$ cat src/design/mte_pkg.sv
`default_nettype none

package mte_pkg;

    // raw range is COUNTS_PER_TURN * TURNS_PER_RANGE counts, both powers of two
    localparam int CPT_LOG2        = 10;
    localparam int TPR_LOG2        = 4;
    localparam int COUNTS_PER_TURN = 1 << CPT_LOG2;
    localparam int TURNS_PER_RANGE = 1 << TPR_LOG2;
    localparam int RAW_W           = CPT_LOG2 + TPR_LOG2;
    localparam int TURN_W          = TPR_LOG2;

    localparam logic [RAW_W-1:0] RAW_MAX  = {RAW_W{1'b1}};
    localparam logic [RAW_W:0]   RAW_HALF = (RAW_W + 1)'((COUNTS_PER_TURN * TURNS_PER_RANGE) / 2);

    // 360 degrees in 1/256 degree units
    localparam int ANGLE_PER_TURN = 92160;
    localparam int ANGLE_W        = 17;
    localparam int TANGLE_W       = 21;
    localparam int WRAP_ANGLE_W   = 22;
    localparam logic signed [WRAP_ANGLE_W-1:0] WRAP_ANGLE =
        WRAP_ANGLE_W'(ANGLE_PER_TURN * TURNS_PER_RANGE);

    localparam int ID_W     = 11;
    localparam int CMD_W    = 8;
    localparam int PAY_W    = 32;
    localparam int SLOT_W   = 2;
    localparam int WRAP_W   = 16;
    localparam int TCOUNT_W = 31;
    localparam int TANG_W   = 37;
    localparam int ERR_W    = 8;
    localparam int CNT_W    = 3;
    localparam int ADDR_W   = 3;
    localparam int NUM_IDS  = 4;

    localparam logic [CMD_W-1:0] CMD_POSITION = 8'h01;

    localparam logic signed [WRAP_W-1:0] WRAP_MAX = 16'sh7fff;
    localparam logic signed [WRAP_W-1:0] WRAP_MIN = 16'sh8000;

    typedef enum logic [ADDR_W-1:0] {
        REG_SLOT_COUNT = 3'd0,
        REG_SLOT0_ID   = 3'd1,
        REG_SLOT1_ID   = 3'd2,
        REG_SLOT2_ID   = 3'd3,
        REG_SLOT3_ID   = 3'd4
    } reg_addr_t;

    // classified frame handed from front to back
    typedef struct packed {
        logic [SLOT_W-1:0]   slot;
        logic                is_pos;
        logic [RAW_W-1:0]    raw;
        logic                over;
        logic [TURN_W-1:0]   turn;
        logic [TANGLE_W-1:0] tangle;
        logic [ERR_W-1:0]    err;
    } entry_t;

endpackage

`default_nettype wire

$ cat src/design/mte_front.sv
`default_nettype none

module mte_front #(
    parameter int SLOT_COUNT_MAX = 4
) (
    input  wire logic                       clk,
    input  wire logic                       rst_n,
    input  wire logic                       cfg_we,
    input  wire logic [mte_pkg::ADDR_W-1:0] cfg_addr,
    input  wire logic [mte_pkg::ID_W-1:0]   cfg_wdata,
    input  wire logic                       push,
    input  wire logic [mte_pkg::ID_W-1:0]   frame_id,
    input  wire logic [mte_pkg::CMD_W-1:0]  command_code,
    input  wire logic [mte_pkg::PAY_W-1:0]  payload,
    output logic                            q_push,
    output mte_pkg::entry_t                 q_entry
);
    import mte_pkg::*;

    logic [CNT_W-1:0] slot_count_reg;
    logic [ID_W-1:0]  slot_id_reg [NUM_IDS];

    logic [CNT_W-1:0]   used;
    logic               found;
    logic [SLOT_W-1:0]  hit_slot;
    logic               over;
    logic [RAW_W-1:0]   raw;
    logic [RAW_W+ANGLE_W-1:0] angle_prod;
    logic               is_pos;

    always_ff @(posedge clk or negedge rst_n)
    begin
        if (!rst_n)
        begin
            slot_count_reg <= '0;
            for (int i = 0; i < NUM_IDS; i++)
            begin
                slot_id_reg[i] <= '0;
            end
        end
        else if (cfg_we)
        begin
            unique case (cfg_addr)
                REG_SLOT_COUNT: slot_count_reg <= cfg_wdata[CNT_W-1:0];
                REG_SLOT0_ID:   slot_id_reg[0] <= cfg_wdata;
                REG_SLOT1_ID:   slot_id_reg[1] <= cfg_wdata;
                REG_SLOT2_ID:   slot_id_reg[2] <= cfg_wdata;
                REG_SLOT3_ID:   slot_id_reg[3] <= cfg_wdata;
                default:        ;
            endcase
        end
    end

    assign used = (slot_count_reg > CNT_W'(SLOT_COUNT_MAX)) ? CNT_W'(SLOT_COUNT_MAX)
                                                            : slot_count_reg;

    // parallel id compare, lowest slot wins
    always_comb
    begin
        found    = 1'b0;
        hit_slot = '0;
        for (int s = SLOT_COUNT_MAX - 1; s >= 0; s--)
        begin
            if ((CNT_W'(s) < used) && (slot_id_reg[s] == frame_id))
            begin
                found    = 1'b1;
                hit_slot = SLOT_W'(s);
            end
        end
    end

    assign is_pos     = (command_code == CMD_POSITION);
    assign over       = |payload[PAY_W-1:RAW_W];
    assign raw        = over ? RAW_MAX : payload[RAW_W-1:0];
    assign angle_prod = raw * ANGLE_W'(ANGLE_PER_TURN);

    always_comb
    begin
        q_entry        = '0;
        q_entry.slot   = hit_slot;
        q_entry.is_pos = is_pos;
        if (is_pos)
        begin
            q_entry.raw    = raw;
            q_entry.over   = over;
            q_entry.turn   = raw[RAW_W-1:CPT_LOG2];
            q_entry.tangle = angle_prod[CPT_LOG2 +: TANGLE_W];
        end
        else
        begin
            q_entry.err = payload[ERR_W-1:0];
        end
    end

    assign q_push = push && found;

endmodule

`default_nettype wire

$ cat src/design/mte_queue.sv
`default_nettype none

module mte_queue (
    input  wire logic       clk,
    input  wire logic       rst_n,
    input  wire logic       push,
    input  mte_pkg::entry_t din,
    output logic            full,
    input  wire logic       pop,
    output logic            empty,
    output mte_pkg::entry_t dout
);
    import mte_pkg::*;

    entry_t      mem_reg [2];
    logic        wr_ptr_reg;
    logic        wr_ptr_next;
    logic        rd_ptr_reg;
    logic        rd_ptr_next;
    logic [1:0]  cnt_reg;
    logic [1:0]  cnt_next;
    logic        do_push;
    logic        do_pop;

    assign full    = (cnt_reg == 2'd2);
    assign empty   = (cnt_reg == 2'd0);
    assign do_push = push && !full;
    assign do_pop  = pop && !empty;
    assign dout    = mem_reg[rd_ptr_reg];

    always_comb
    begin
        wr_ptr_next = wr_ptr_reg ^ do_push;
        rd_ptr_next = rd_ptr_reg ^ do_pop;
        cnt_next    = cnt_reg + 2'(do_push) - 2'(do_pop);
    end

    always_ff @(posedge clk or negedge rst_n)
    begin
        if (!rst_n)
        begin
            wr_ptr_reg <= 1'b0;
            rd_ptr_reg <= 1'b0;
            cnt_reg    <= '0;
        end
        else
        begin
            wr_ptr_reg <= wr_ptr_next;
            rd_ptr_reg <= rd_ptr_next;
            cnt_reg    <= cnt_next;
        end
    end

    always_ff @(posedge clk)
    begin
        if (do_push)
        begin
            mem_reg[wr_ptr_reg] <= din;
        end
    end

endmodule

`default_nettype wire

$ cat src/design/mte_back.sv
`default_nettype none

module mte_back #(
    parameter int SLOT_COUNT_MAX = 4
) (
    input  wire logic                               clk,
    input  wire logic                               rst_n,
    input  wire logic                               q_empty,
    input  mte_pkg::entry_t                         q_head,
    output logic                                    q_pop,
    input  wire logic                               pop,
    output logic                                    empty,
    output logic        [mte_pkg::SLOT_W-1:0]       slot,
    output logic                                    is_position,
    output logic        [mte_pkg::RAW_W-1:0]        raw_value,
    output logic                                    out_of_range,
    output logic        [mte_pkg::TURN_W-1:0]       turn_index,
    output logic        [mte_pkg::TANGLE_W-1:0]     turn_angle,
    output logic signed [mte_pkg::TCOUNT_W-1:0]     total_counts,
    output logic signed [mte_pkg::TANG_W-1:0]       total_angle,
    output logic        [mte_pkg::ERR_W-1:0]        error_code
);
    import mte_pkg::*;

    localparam int IDX_W = (SLOT_COUNT_MAX > 1) ? $clog2(SLOT_COUNT_MAX) : 1;

    // per-slot tracking state
    logic [RAW_W-1:0]         last_reg [SLOT_COUNT_MAX];
    logic                     seen_reg [SLOT_COUNT_MAX];
    logic signed [WRAP_W-1:0] wrap_reg [SLOT_COUNT_MAX];

    // update stage
    logic                     s1_vld_reg;
    entry_t                   s1_entry_reg;
    logic signed [WRAP_W-1:0] s1_wrap_reg;

    // result register
    logic                     out_vld_reg;

    logic                     out_rdy;
    logic                     s1_rdy;
    logic [IDX_W-1:0]         idx;
    logic [RAW_W-1:0]         last;
    logic signed [WRAP_W-1:0] wrap_cur;
    logic signed [WRAP_W-1:0] wrap_next;
    logic signed [RAW_W:0]    diff;
    logic                     seen;
    logic                     upd;
    logic signed [TANG_W-1:0] angle_prod;

    assign out_rdy = !out_vld_reg || pop;
    assign s1_rdy  = !s1_vld_reg || out_rdy;
    assign q_pop   = !q_empty && s1_rdy;
    assign empty   = !out_vld_reg;

    assign idx      = q_head.slot[IDX_W-1:0];
    assign last     = last_reg[idx];
    assign wrap_cur = wrap_reg[idx];
    assign seen     = seen_reg[idx];
    assign diff     = $signed({1'b0, last}) - $signed({1'b0, q_head.raw});
    assign upd      = q_pop && q_head.is_pos;

    // big drop means wrapped forward, big rise means wrapped backward
    always_comb
    begin
        wrap_next = wrap_cur;
        if (seen)
        begin
            if ((diff > $signed(RAW_HALF)) && (wrap_cur != WRAP_MAX))
            begin
                wrap_next = wrap_cur + 16'sd1;
            end
            else if ((diff < -$signed(RAW_HALF)) && (wrap_cur != WRAP_MIN))
            begin
                wrap_next = wrap_cur - 16'sd1;
            end
        end
    end

    always_ff @(posedge clk or negedge rst_n)
    begin
        if (!rst_n)
        begin
            for (int i = 0; i < SLOT_COUNT_MAX; i++)
            begin
                last_reg[i] <= '0;
                seen_reg[i] <= 1'b0;
                wrap_reg[i] <= '0;
            end
            s1_vld_reg  <= 1'b0;
            out_vld_reg <= 1'b0;
        end
        else
        begin
            if (upd)
            begin
                last_reg[idx] <= q_head.raw;
                seen_reg[idx] <= 1'b1;
                wrap_reg[idx] <= wrap_next;
            end
            if (s1_rdy)
            begin
                s1_vld_reg <= q_pop;
            end
            if (out_rdy)
            begin
                out_vld_reg <= s1_vld_reg;
            end
        end
    end

    always_ff @(posedge clk)
    begin
        if (q_pop)
        begin
            s1_entry_reg <= q_head;
            s1_wrap_reg  <= q_head.is_pos ? wrap_next : '0;
        end
    end

    assign angle_prod = s1_wrap_reg * WRAP_ANGLE;

    always_ff @(posedge clk)
    begin
        if (out_rdy && s1_vld_reg)
        begin
            slot         <= s1_entry_reg.slot;
            is_position  <= s1_entry_reg.is_pos;
            raw_value    <= s1_entry_reg.raw;
            out_of_range <= s1_entry_reg.over;
            turn_index   <= s1_entry_reg.turn;
            turn_angle   <= s1_entry_reg.tangle;
            error_code   <= s1_entry_reg.err;
            if (s1_entry_reg.is_pos)
            begin
                total_counts <= {s1_wrap_reg[WRAP_W-1], s1_wrap_reg, s1_entry_reg.raw};
                total_angle  <= angle_prod
                              + $signed({{(TANG_W-TANGLE_W){1'b0}}, s1_entry_reg.tangle});
            end
            else
            begin
                total_counts <= '0;
                total_angle  <= '0;
            end
        end
    end

endmodule

`default_nettype wire

$ cat src/design/multiturn_encoder_tracker.sv
`default_nettype none

// channel   ports                                     beat taken when
// -------   ---------------------------------------   -----------------
// config    cfg_we, cfg_addr, cfg_wdata               cfg_we
// frames    push, full, frame_id, command_code,       push && !full
//           payload
// results   pop, empty, slot .. error_code            pop && !empty
//
// one frame per cycle sustained while pop keeps the result side moving; a
// matching frame is classified into the queue at the edge that takes it,
// then goes through slot state update and result register to the result
// ports. per-slot state is read and written in the same cycle, so frames
// for the same slot can follow back to back.
// reset clears config and all slot state. a stalled result side fills the
// two-entry queue and then raises full; unmatched frames are dropped.

module multiturn_encoder_tracker #(
    parameter int SLOT_COUNT_MAX = 4
) (
    input  wire logic                               clk,
    input  wire logic                               rst_n,
    input  wire logic                               cfg_we,
    input  wire logic        [mte_pkg::ADDR_W-1:0]  cfg_addr,
    input  wire logic        [mte_pkg::ID_W-1:0]    cfg_wdata,
    input  wire logic                               push,
    output logic                                    full,
    input  wire logic        [mte_pkg::ID_W-1:0]    frame_id,
    input  wire logic        [mte_pkg::CMD_W-1:0]   command_code,
    input  wire logic        [mte_pkg::PAY_W-1:0]   payload,
    input  wire logic                               pop,
    output logic                                    empty,
    output logic        [mte_pkg::SLOT_W-1:0]       slot,
    output logic                                    is_position,
    output logic        [mte_pkg::RAW_W-1:0]        raw_value,
    output logic                                    out_of_range,
    output logic        [mte_pkg::TURN_W-1:0]       turn_index,
    output logic        [mte_pkg::TANGLE_W-1:0]     turn_angle,
    output logic signed [mte_pkg::TCOUNT_W-1:0]     total_counts,
    output logic signed [mte_pkg::TANG_W-1:0]       total_angle,
    output logic        [mte_pkg::ERR_W-1:0]        error_code
);
    import mte_pkg::*;

    logic   fq_push;
    entry_t fq_entry;
    logic   q_full;
    logic   q_empty;
    logic   q_pop;
    entry_t q_head;

    mte_front #(
        .SLOT_COUNT_MAX (SLOT_COUNT_MAX)
    ) u_front (
        .clk          (clk),
        .rst_n        (rst_n),
        .cfg_we       (cfg_we),
        .cfg_addr     (cfg_addr),
        .cfg_wdata    (cfg_wdata),
        .push         (push && !q_full),
        .frame_id     (frame_id),
        .command_code (command_code),
        .payload      (payload),
        .q_push       (fq_push),
        .q_entry      (fq_entry)
    );

    mte_queue u_queue (
        .clk   (clk),
        .rst_n (rst_n),
        .push  (fq_push),
        .din   (fq_entry),
        .full  (q_full),
        .pop   (q_pop),
        .empty (q_empty),
        .dout  (q_head)
    );

    mte_back #(
        .SLOT_COUNT_MAX (SLOT_COUNT_MAX)
    ) u_back (
        .clk          (clk),
        .rst_n        (rst_n),
        .q_empty      (q_empty),
        .q_head       (q_head),
        .q_pop        (q_pop),
        .pop          (pop),
        .empty        (empty),
        .slot         (slot),
        .is_position  (is_position),
        .raw_value    (raw_value),
        .out_of_range (out_of_range),
        .turn_index   (turn_index),
        .turn_angle   (turn_angle),
        .total_counts (total_counts),
        .total_angle  (total_angle),
        .error_code   (error_code)
    );

    assign full = q_full;

endmodule

`default_nettype wire
$ cat config.mk
export PLATFORM = sky130hd
export DESIGN_NAME = multiturn_encoder_tracker
export DESIGN_NICKNAME = d
export VERILOG_FILES = /design/src/design/mte_pkg.sv /design/src/design/mte_front.sv /design/src/design/mte_queue.sv /design/src/design/mte_back.sv /design/src/design/multiturn_encoder_tracker.sv
export SDC_FILE = /design/constraint.sdc
export NUM_CORES = 1
export LEC_CHECK = 0
export ABC_AREA = 1
export BUFFER_PORTS_ARGS = -buffer_cell sky130_fd_sc_hd__buf_2
export CAP_MARGIN = 20
export CORE_UTILIZATION = 50
export CTS_BUF_LIST = sky130_fd_sc_hd__clkbuf_16
export DETAILED_ROUTE_END_ITERATION = 16
export GPL_ROUTABILITY_DRIVEN = 0
export PLACE_DENSITY = 0.68
export SYNTH_ARGS = -nofsm -noshare
export SYNTH_HDL_FRONTEND = slang
export SYNTH_HIERARCHICAL = 1
export SYNTH_SLANG_ARGS = --single-unit
$ cat constraint.sdc
create_clock -name clk -period 12.8 [get_ports clk]
set_input_delay 1.28 -clock clk [delete_from_list [all_inputs] [get_ports clk]]
set_output_delay 1.28 -clock clk [all_outputs]
set_load 0.03 [all_outputs]
======== Yosys cells after proc, flatten, opt, wreduce, memory -nomap -nowiden ========
Memories as Yosys holds them, arrays and structs flattened.
Cells that the tools add are included.
operators by class
  $add $sub $neg .......................... 6
  multiply operators ...................... 2
  magnitude comparators ................... 9
  equal/unequal tests ..................... 12
  mux-type cells .......................... 34
  bitwise logic cells ..................... 4
  reductions and logical operators ........ 28
operators by type and width
  cell                     number
  $mux W16                 6
  $bwmux W64               1
  $bwmux W56               1
  $mux W14                 4
  $eq A11 B11 Y1           4
  $mux W40                 1
  $add A37 B22 Y37         1
  $bmux W16 S2             1
  $demux W16 S2            1
  $ne A16 B16 Y1 const B   2
  $bmux W14 S2             1
  $demux W14 S2            1
  $mul A16 B7 Y22 const B  1
  $mul A14 B6 Y20 const B  1
  $reduce_or A18 Y1        1
  $add A16 B2 Y16 const B  1
  $sub A16 B2 Y16 const B  1
  $gt A15 B15 Y1 const B   1
  $lt A15 B14 Y1 const B   1
  $sub A14 B14 Y15         1
  $logic_and A1 B1 Y1      14
  $reduce_and A2 Y1        5
  $mux W1                  9
  $eq A8 B1 Y1 const B     1
  23 further kinds         34
word-level totals
  bits in registers ....................... 362
  memory bits (writable) .................. 102
  input port bits ......................... 70
  output and inout port bits .............. 121
  logic and storage cells ................. 135
  memories ................................ 1
memory list
  memory           depth  bits a word  rd ports  clocked after Yosys merged registers in  write ports  RTL line         source
  u_queue.mem_reg  2      51           1         0                                        1            mte_queue.sv:15  entry_t mem_reg [2];

======== Logic depth before layout (Yosys ltp) ========
Gate-level depths: netlist of run 1.
  word-level depth ........................ 12
  depth in mapped cells ................... 31
  gate-level depth less buffers ........... 27

======== Hierarchy ========
The synthesis of run 1 kept the hierarchy.
modules (own cells, without submodules)
  module                     times used  cells an instance  area each (µm²)  seq. area each (µm²)
  mte_back                   1           1911               16823.6          8708.4
  mte_front                  1           747                4864.7           1176.1
  mte_queue                  1           298                4065.1           3163.0
  multiturn_encoder_tracker  1           2                  10.0             0.0

======== Worst setup path after synthesis of run 1 ========
OpenSTA, ideal clock, no wires.
  path type ............................... input port to flip-flop
  from .................................... input port pop
  to ...................................... register u_back/error_code[0] (netlist bit), enable pin
  setup time .............................. 0.633 ns
  arrival time ............................ 6.975 ns
  required time ........................... 12.167 ns
  setup slack ............................. 5.192 ns
  stages on the path ...................... 2
  buffers on the path ..................... 0
  cells stage by stage .................... inv_1 > a21oi_1
between the ends
  longest elaborated chain between the ends .. 2
RTL lines
  what                  RTL line                         source
  start, declared       multiturn_encoder_tracker.sv:31  input wire logic pop,
  $logic_or A1 B1 Y1    mte_back.sv:51                   assign out_rdy = !out_vld_reg || pop;
  $logic_and A1 B1 Y1   mte_back.sv:125                  if (out_rdy && s1_vld_reg)
  end signal, assigned  mte_back.sv:133                  error_code <= s1_entry_reg.err;
  end, declared         mte_back.sv:21                   output logic [mte_pkg::ERR_W-1:0] error_code
Every way passes these cells.
A chain may end at the register's enable or synchronous reset.

==> flow_metrics.env, run 1 <==
export IMPL_min_path_type="flip-flop to flip-flop"
export IMPL_p_leak_uw=0.01445
export IMPL_clock_path_buffers=3
export IMPL_synth_nets=3194
export IMPL_hpwl_um=41760
export IMPL_maxSlewHeadroom_pct=28.08
export IMPL_syn_avg_cell_area_um2=8.710
export IMPL_cp_data_required_time_ps=13120
export IMPL_die_width_um=229.0
export IMPL_cts_root_buffer="clkbuf_16"
export IMPL_ctsHtreeMaxLevel=2
export IMPL_grt_first_pass_wirelength_um=100100
export IMPL_synth_edf_count=287
export IMPL_cts_tree="yes"
export IMPL_peakVddDrop_mv=0.2041
export IMPL_rsz0062_at_grt="false"
export IMPL_fin_ws_ps=6655
export IMPL_path_max_fanout=52
export IMPL_ios=191
export IMPL_path_delay_family="simple AND/OR/NAND/NOR gates"
export IMPL_grt_start_max_net_pins=99
export IMPL_yosys_warnings=6
export IMPL_fin_crit_sh_pct=48.00
export IMPL_most_common_layout_cells="1002 x nand2_1, 432 x inv_1, 287 x edfxtp_1"
export IMPL_crit_arrival_ps=6460
export IMPL_synth_top_area_share_pct=33.45
export IMPL_drt_total_wl_um=60870
export IMPL_largest_register_ffs=102
export IMPL_synth_seq_cells=464
export IMPL_cts_resized=0
export IMPL_tns_ps=0
export IMPL_drive_gt1_share_pct=12.39
export IMPL_die_area_um2=52440
export IMPL_dpl_worst_slack_ps=6743
export IMPL_layout_commonest_cell="nand2_1"
export IMPL_tightest_slew_ps=1079
export IMPL_drtAntennaViolNets=0
export IMPL_power_density_nw_per_um2=255.1
export IMPL_max_stage_delay_ps=700
export IMPL_drtIter0Drc=1514
export IMPL_placed_area_um2=27190
export IMPL_syn_cell_area_um2=25760
export IMPL_outcome="finished clean"
export IMPL_post_cts_buffers=0
export IMPL_yosysSeqAreaShare_pct=50.64
export IMPL_critPathKind="flip-flop to flip-flop"
export IMPL_worst_path_buf_inv=5
export IMPL_skew_ps=26.62
export IMPL_vias_per_cell=5.143
export IMPL_grt_pass1_vias=19400
export IMPL_dp_cells=3752
export IMPL_synth_area_leaders="edfxtp_1 33%, dfrtp_1 17%, nand2_1 15%, inv_1 6.3%, ha_1 5.9%"
export IMPL_fin_cells=3848
export IMPL_timing_final_hold_violations=0
export IMPL_drcViolationCount=0
export IMPL_area_delta_synth_final_pct=12.34
export IMPL_slowest_stage="nand2_1"
export IMPL_ys_flop_type="edfxtp_1"
export IMPL_cts_sinks=464
export IMPL_cts_clk_slew_worst_paths_ps=60
export IMPL_vias=19790
export IMPL_overflow=0
export IMPL_crit_top_cell="nand2_1"
export IMPL_setup_violations_final=0
export IMPL_design_area_um2=28940
export IMPL_start_util_pct=51.04
export IMPL_synth_cell_types=50
export IMPL_synth_cells=2958
export IMPL_nets=3368
export IMPL_setup_worst_path_end_class="flip-flop"
export IMPL_wire_per_inst_um=15.82
export IMPL_cts_buffers=49
export IMPL_synthArstFlopShare_pct=38.15
export IMPL_final_util_pct=57.33
export IMPL_grt_total_usage_pct=23.73
export IMPL_drt_pass1_iter_count=6
export IMPL_core_area_um2=50480
export IMPL_startpoint_type="flip-flop"
export IMPL_yosysTopAreaCell="edfxtp_1"
export IMPL_max_freq_mhz=162.7
export IMPL_cts_hold_buf=0
export IMPL_antenna_found_initial=3
export IMPL_min_period_ps=6145
export IMPL_drv_slew=0
export IMPL_rows=82
export IMPL_io_buffers=190
export IMPL_maxCapViolCount=0
export IMPL_fp_dieH_um=229.0
export IMPL_clk_latency_ps=590
## metal layers
metal  track usage (%)  share of wire [%]  vias up
li1                  -                  -     9710
met1             32.63                 44     9282
met2             38.09                 46      686
met3             3.909                7.0      111
met4             8.292                2.6        0
met5                 0                  0        -
## synth_stat cells (2+ instances only)
| cell type | n |
|---|---|
| buf_2 | 8 |
| nand3_2 | 15 |
| and3_1 | 2 |
| edfxtp_1 | 287 |
| buf_12 | 2 |
| and2_1 | 3 |
| buf_4 | 18 |
| nor2_1 | 213 |
| or2_2 | 5 |
| o22ai_1 | 2 |
| nand2_4 | 2 |
| nor2_4 | 13 |
| inv_2 | 12 |
| xor2_1 | 36 |
| o21bai_1 | 4 |
| nor2_2 | 10 |
| nand3b_1 | 6 |
| ha_1 | 121 |
| a21oi_1 | 70 |
| o221ai_1 | 13 |
| buf_6 | 12 |
| inv_1 | 431 |
| a22oi_1 | 13 |
| xnor2_1 | 25 |
| nand3_1 | 156 |
| clkbuf_1 | 42 |
| o21ai_0 | 133 |
| a21o_1 | 4 |
| nand2_1 | 1002 |
| nand4_1 | 14 |
| o21a_1 | 2 |
| nand2_2 | 30 |
| fa_1 | 45 |
| clkinv_1 | 8 |
| dfrtp_1 | 177 |
| nor3_1 | 8 |
## final cells by class
| type | count | area [um^2] |
|---|---|---|
| sequential | 464 | 13050 |
| clock inverter | 41 | 437.9 |
| timing repair buffer | 207 | 1105 |
| tap | 672 | 840.8 |
| clock buffer | 51 | 1276 |
| multi-input combinational | 1957 | 10520 |
| antenna | 3 | 7.507 |
| inverter | 453 | 1710 |
| fill | 4455 | 21540 |
## where the power goes
group | switching, uW | total (uW) | internal (uW)
combinational | 2570 | 3720 | 1150
sequential | 161 | 2180 | 2020
clock | 611 | 1490 | 876
total | 3340 | 7380 | 4050
## through the flow
stage | hold WS (ps) | power [uW]
5_1_grt | 426.2 | 8016
6_report | 416.8 | 7384
3_3_place_gp | 404.6 | 5800
4_1_cts | 422.3 | 7410
3_5_place_dp | 404.5 | 5885
2_1_floorplan | 400.3 | 5037
## final timing paths
kind / depth (start not counted) / start / end / slack (ps)
max in group asynchronous: 3 / rst_n / u_back/wrap_reg[0] / 10630
setup reg to reg: 26 / u_queue/rd_ptr_reg / u_back/s1_wrap_reg[0] / 6660
min in group asynchronous: 1 / rst_n / u_front/slot_count_reg[1] / 800
hold / removal: 0 / u_back/s1_entry_reg[49] / u_back/slot[0] / 420
setup / recovery: 26 / u_queue/rd_ptr_reg / u_back/s1_wrap_reg[0] / 6660
hold reg to reg: 0 / u_back/s1_entry_reg[49] / u_back/slot[0] / 420
## cells by family (layout without fill, tap and decap cells)
logic type | count (synthesis) | in the layout | share of synthesized area, %
and+or+nand+nor | 1481 | 1481 | 23.93
buffers and inverters | 537 | 752 | 8.645
DFF | 464 | 464 | 50.64
adders and majority gates | 166 | 166 | 9.373
AOI/OAI and AO/OA | 248 | 248 | 5.323
xor gates and xnor gates | 61 | 61 | 2.074
other | 1 | 4 | 0.01456
Note: power is estimated with default switching activity, not from simulation.
==> run 2, diff against run 1 <==
--- a/config.mk
+++ b/config.mk
@@ -5,14 +5,14 @@
 export SDC_FILE = /design/constraint.sdc
 export NUM_CORES = 1
 export LEC_CHECK = 0
-export ABC_AREA = 1
+export ABC_AREA = 0
 export BUFFER_PORTS_ARGS = -buffer_cell sky130_fd_sc_hd__buf_2
 export CAP_MARGIN = 20
 export CORE_UTILIZATION = 50
 export CTS_BUF_LIST = sky130_fd_sc_hd__clkbuf_16
 export DETAILED_ROUTE_END_ITERATION = 16
 export GPL_ROUTABILITY_DRIVEN = 0
-export PLACE_DENSITY = 0.68
+export PLACE_DENSITY = 0.71
 export SYNTH_ARGS = -nofsm -noshare
 export SYNTH_HDL_FRONTEND = slang
 export SYNTH_HIERARCHICAL = 1
==> constraint.sdc (replaced) <==
create_clock -name clk -period 5.5 [get_ports clk]
set_input_delay 0.55 -clock clk [delete_from_list [all_inputs] [get_ports clk]]
set_output_delay 0.55 -clock clk [all_outputs]
set_load 0.03 [all_outputs]
==> flow_metrics.env, run 2 <==
export IMPL_outcome="finished clean"
export IMPL_synth_top_area_share_pct=35.23
export IMPL_layout_commonest_cell="edfxtp_1"
export IMPL_synth_edf_count=287
export IMPL_die_width_um=223.2
export IMPL_antenna_found_initial=0
export IMPL_totalPowerFinal_uw=17200
export IMPL_grt_pass1_vias=15790
export IMPL_largest_register_ffs=102
export IMPL_drtIter0Drc=1066
export IMPL_yosys_top_cells_count="287 x edfxtp_1, 177 x dfrtp_1, 162 x inv_1, 129 x nand2_1, 121 x ha_1"
export IMPL_synth_compound_area_share_pct=6.952
export IMPL_synth_fa_ha_area_share_pct=9.873
export IMPL_synth_cell_types=76
export IMPL_hpwl_um=36440
export IMPL_skew_ps=27.44
export IMPL_maxCapViolCount=0
export IMPL_crit_chain="mux2_4 > buf_4 > mux4_2 > fa_1 > a211oi_2 > nor3_1 > or2_2 > o311ai_0 > o21ai_0 > or4_1 > buf_4 > a21bo_2 > a21oi_1 > o21a_1"
export IMPL_post_cts_buffers=0
export IMPL_startpoint_type="flip-flop"
export IMPL_multiInputGateArea_um2=10430
export IMPL_cts_hold_buf=0
export IMPL_synth_cells=1939
export IMPL_min_period_ps=5133
export IMPL_tightest_slew_ps=1078
export IMPL_io_buffers=190
export IMPL_final_util_pct=57.81
export IMPL_cts_sinks=464
export IMPL_min_path_type="primary input to async pin"
export IMPL_cts_clk_slew_worst_paths_ps=60
export IMPL_area_delta_synth_final_pct=13.32
export IMPL_peakVddDrop_mv=0.5811
export IMPL_filler_cell_count=3820
export IMPL_r2r_slack_ps=370
export IMPL_design_area_um2=27720
export IMPL_wire_per_inst_um=18.43
export IMPL_synth_area_leaders="edfxtp_1 35%, dfrtp_1 18%, ha_1 6.2%, mux2_2 4.5%, fa_1 3.7%"
export IMPL_syn_cell_area_um2=24460
export IMPL_setup_worst_path_end_class="flip-flop"
export IMPL_cts_buffers=50
export IMPL_yosysMostFrequentCell="edfxtp_1"
export IMPL_maxSlewHeadroom_pct=28.05
export IMPL_synth_nets=2175
export IMPL_max_freq_mhz=194.8
export IMPL_drt_total_wl_um=51460
export IMPL_synthArstFlopShare_pct=38.15
export IMPL_grt_total_usage_pct=20.84
export IMPL_ys_flop_type="edfxtp_1"
export IMPL_critPathKind="flip-flop to flip-flop"
export IMPL_vias_per_cell=5.536
export IMPL_grt_first_pass_wirelength_um=82880
export IMPL_cts_resized=0
export IMPL_path_max_fanout=19
export IMPL_yosys_warnings=6
export IMPL_ios=191
export IMPL_start_util_pct=51.02
export IMPL_synthSimpleGateAreaFrac_pct=11.10
export IMPL_timing_final_hold_violations=0
export IMPL_syn_avg_cell_area_um2=12.61
export IMPL_antenna_cells=0
export IMPL_core_area_um2=47950
export IMPL_overflow=0
export IMPL_power_density_nw_per_um2=620.5
export IMPL_slowest_stage="mux4_2"
export IMPL_yosysTopAreaCell="edfxtp_1"
export IMPL_synthXorXnorAreaFrac_pct=3.760
export IMPL_drt_pass1_iter_count=5
export IMPL_crit_arrival_ps=5600
export IMPL_rsz0062_at_grt="false"
export IMPL_most_common_layout_cells="287 x edfxtp_1, 189 x buf_2, 176 x dfrtp_1"
export IMPL_placed_area_um2=26020
export IMPL_synth_seq_cells=464
export IMPL_cp_data_required_time_ps=5960
export IMPL_fp_dieH_um=223.2
export IMPL_drive_gt1_share_pct=22.97
export IMPL_clk_latency_ps=610
export IMPL_vias=15460
export IMPL_yosysSeqAreaShare_pct=53.34
export IMPL_fin_crit_sh_pct=93.32
export IMPL_seq_area_um2=13050
export IMPL_tns_ps=0
export IMPL_die_area_um2=49810
export IMPL_setup_violations_final=0
export IMPL_synth_mux_area_share_pct=10.71
export IMPL_p_leak_uw=0.01164
export IMPL_clock_path_buffers=3
export IMPL_drtAntennaViolNets=0
export IMPL_cts_root_buffer="clkbuf_16"
export IMPL_synth_top_family_by_area="simple AND/OR/NAND/NOR gates"
export IMPL_drv_slew=0
export IMPL_rows=80
export IMPL_cts_tree="yes"
export IMPL_crit_top_cell="buf_4"
export IMPL_max_stage_delay_ps=560
export IMPL_grt_start_max_net_pins=102
export IMPL_nets=2371
export IMPL_drcViolationCount=0
export IMPL_ctsHtreeMaxLevel=2
==> run 2: changes by cell type after synthesis, moves of 21 or more <==
cell / change
nand3_1: -131
mux2_2: +98
nand2_2: -30
nor2_1: -129
inv_1: -269
nand2b_1: +39
xnor2_1: +40
nand2_1: -873
mux4_2: +30
o21ai_0: -36
mux2_4: +49
and2_1: +94
nor4_1: +21
==> run 2: critical path: cells and delay by family (launching register included) <==
| family | cells | cell delay (ps) |
|---|---|---|
| muxes | 2 | 920 |
| DFF | 1 | 490 |
| buffers and inverters | 2 | 490 |
| and+or+nand+nor | 3 | 950 |
| adders and majority gates | 1 | 460 |
| AOI/OAI and AO/OA | 6 | 1690 |
==> run 2: routing by layer <==
layer  wire length, um  global-route usage [%]  up-vias
li1                  -                       -     7334
met1             22340                   27.12     7711
met2             25810                   36.33      339
met3              2358                   3.424       72
met4               948                   5.050        0
met5                 0                       0        -
==> run 2: metrics by stage <==
step	hold WS [ps]	worst slack [ps]	cells
after CTS	56.32	438.0	2790
after global routing	110.1	33.00	2792
after detailed placement	405.4	281.5	2696
final	37.88	367.2	2792
after floorplan	254.4	-18.63	1939
after global placement	400.6	409.8	2696
==> run 2: power by group <==
| part | leakage (uW) | internal (uW) | switching, uW |
|---|---|---|---|
| sequential | 0.00485 | 4580 | 308 |
| clock | 0.000849 | 1920 | 1420 |
| combinational | 0.00593 | 3670 | 5310 |
==> run 2: cells by family after synthesis <==
family | count (synthesis)
DFF | 464
muxes | 187
and+or+nand+nor | 512
xor gates and xnor gates | 105
adders and majority gates | 166
other | 1
AOI/OAI and AO/OA | 267
buffers and inverters | 237
==> run 2: final timing paths <==
kind	start	end	cells past startpoint
worst max-delay path	u_queue/rd_ptr_reg	u_back/s1_wrap_reg[0]	14
worst min-delay path	rst_n	u_back/wrap_reg[42]	1
worst max register to register	u_queue/rd_ptr_reg	u_back/s1_wrap_reg[0]	14
worst min register to register	u_back/s1_entry_reg[2]	u_back/error_code[2]	0
max in group asynchronous	rst_n	u_back/last_reg[28]	2
min in group clk	cfg_wdata[5]	u_front/slot_id_reg[5]	2
==> run 2: cell type report <==
type	instances	share of cell area, %
well taps	615	2.776
clock inverters	44	1.481
multi-input cells	1238	37.64
flip-flops and latches	464	47.09
clock buffers	50	4.514
repair buffers	219	4.311
inverters	162	2.194
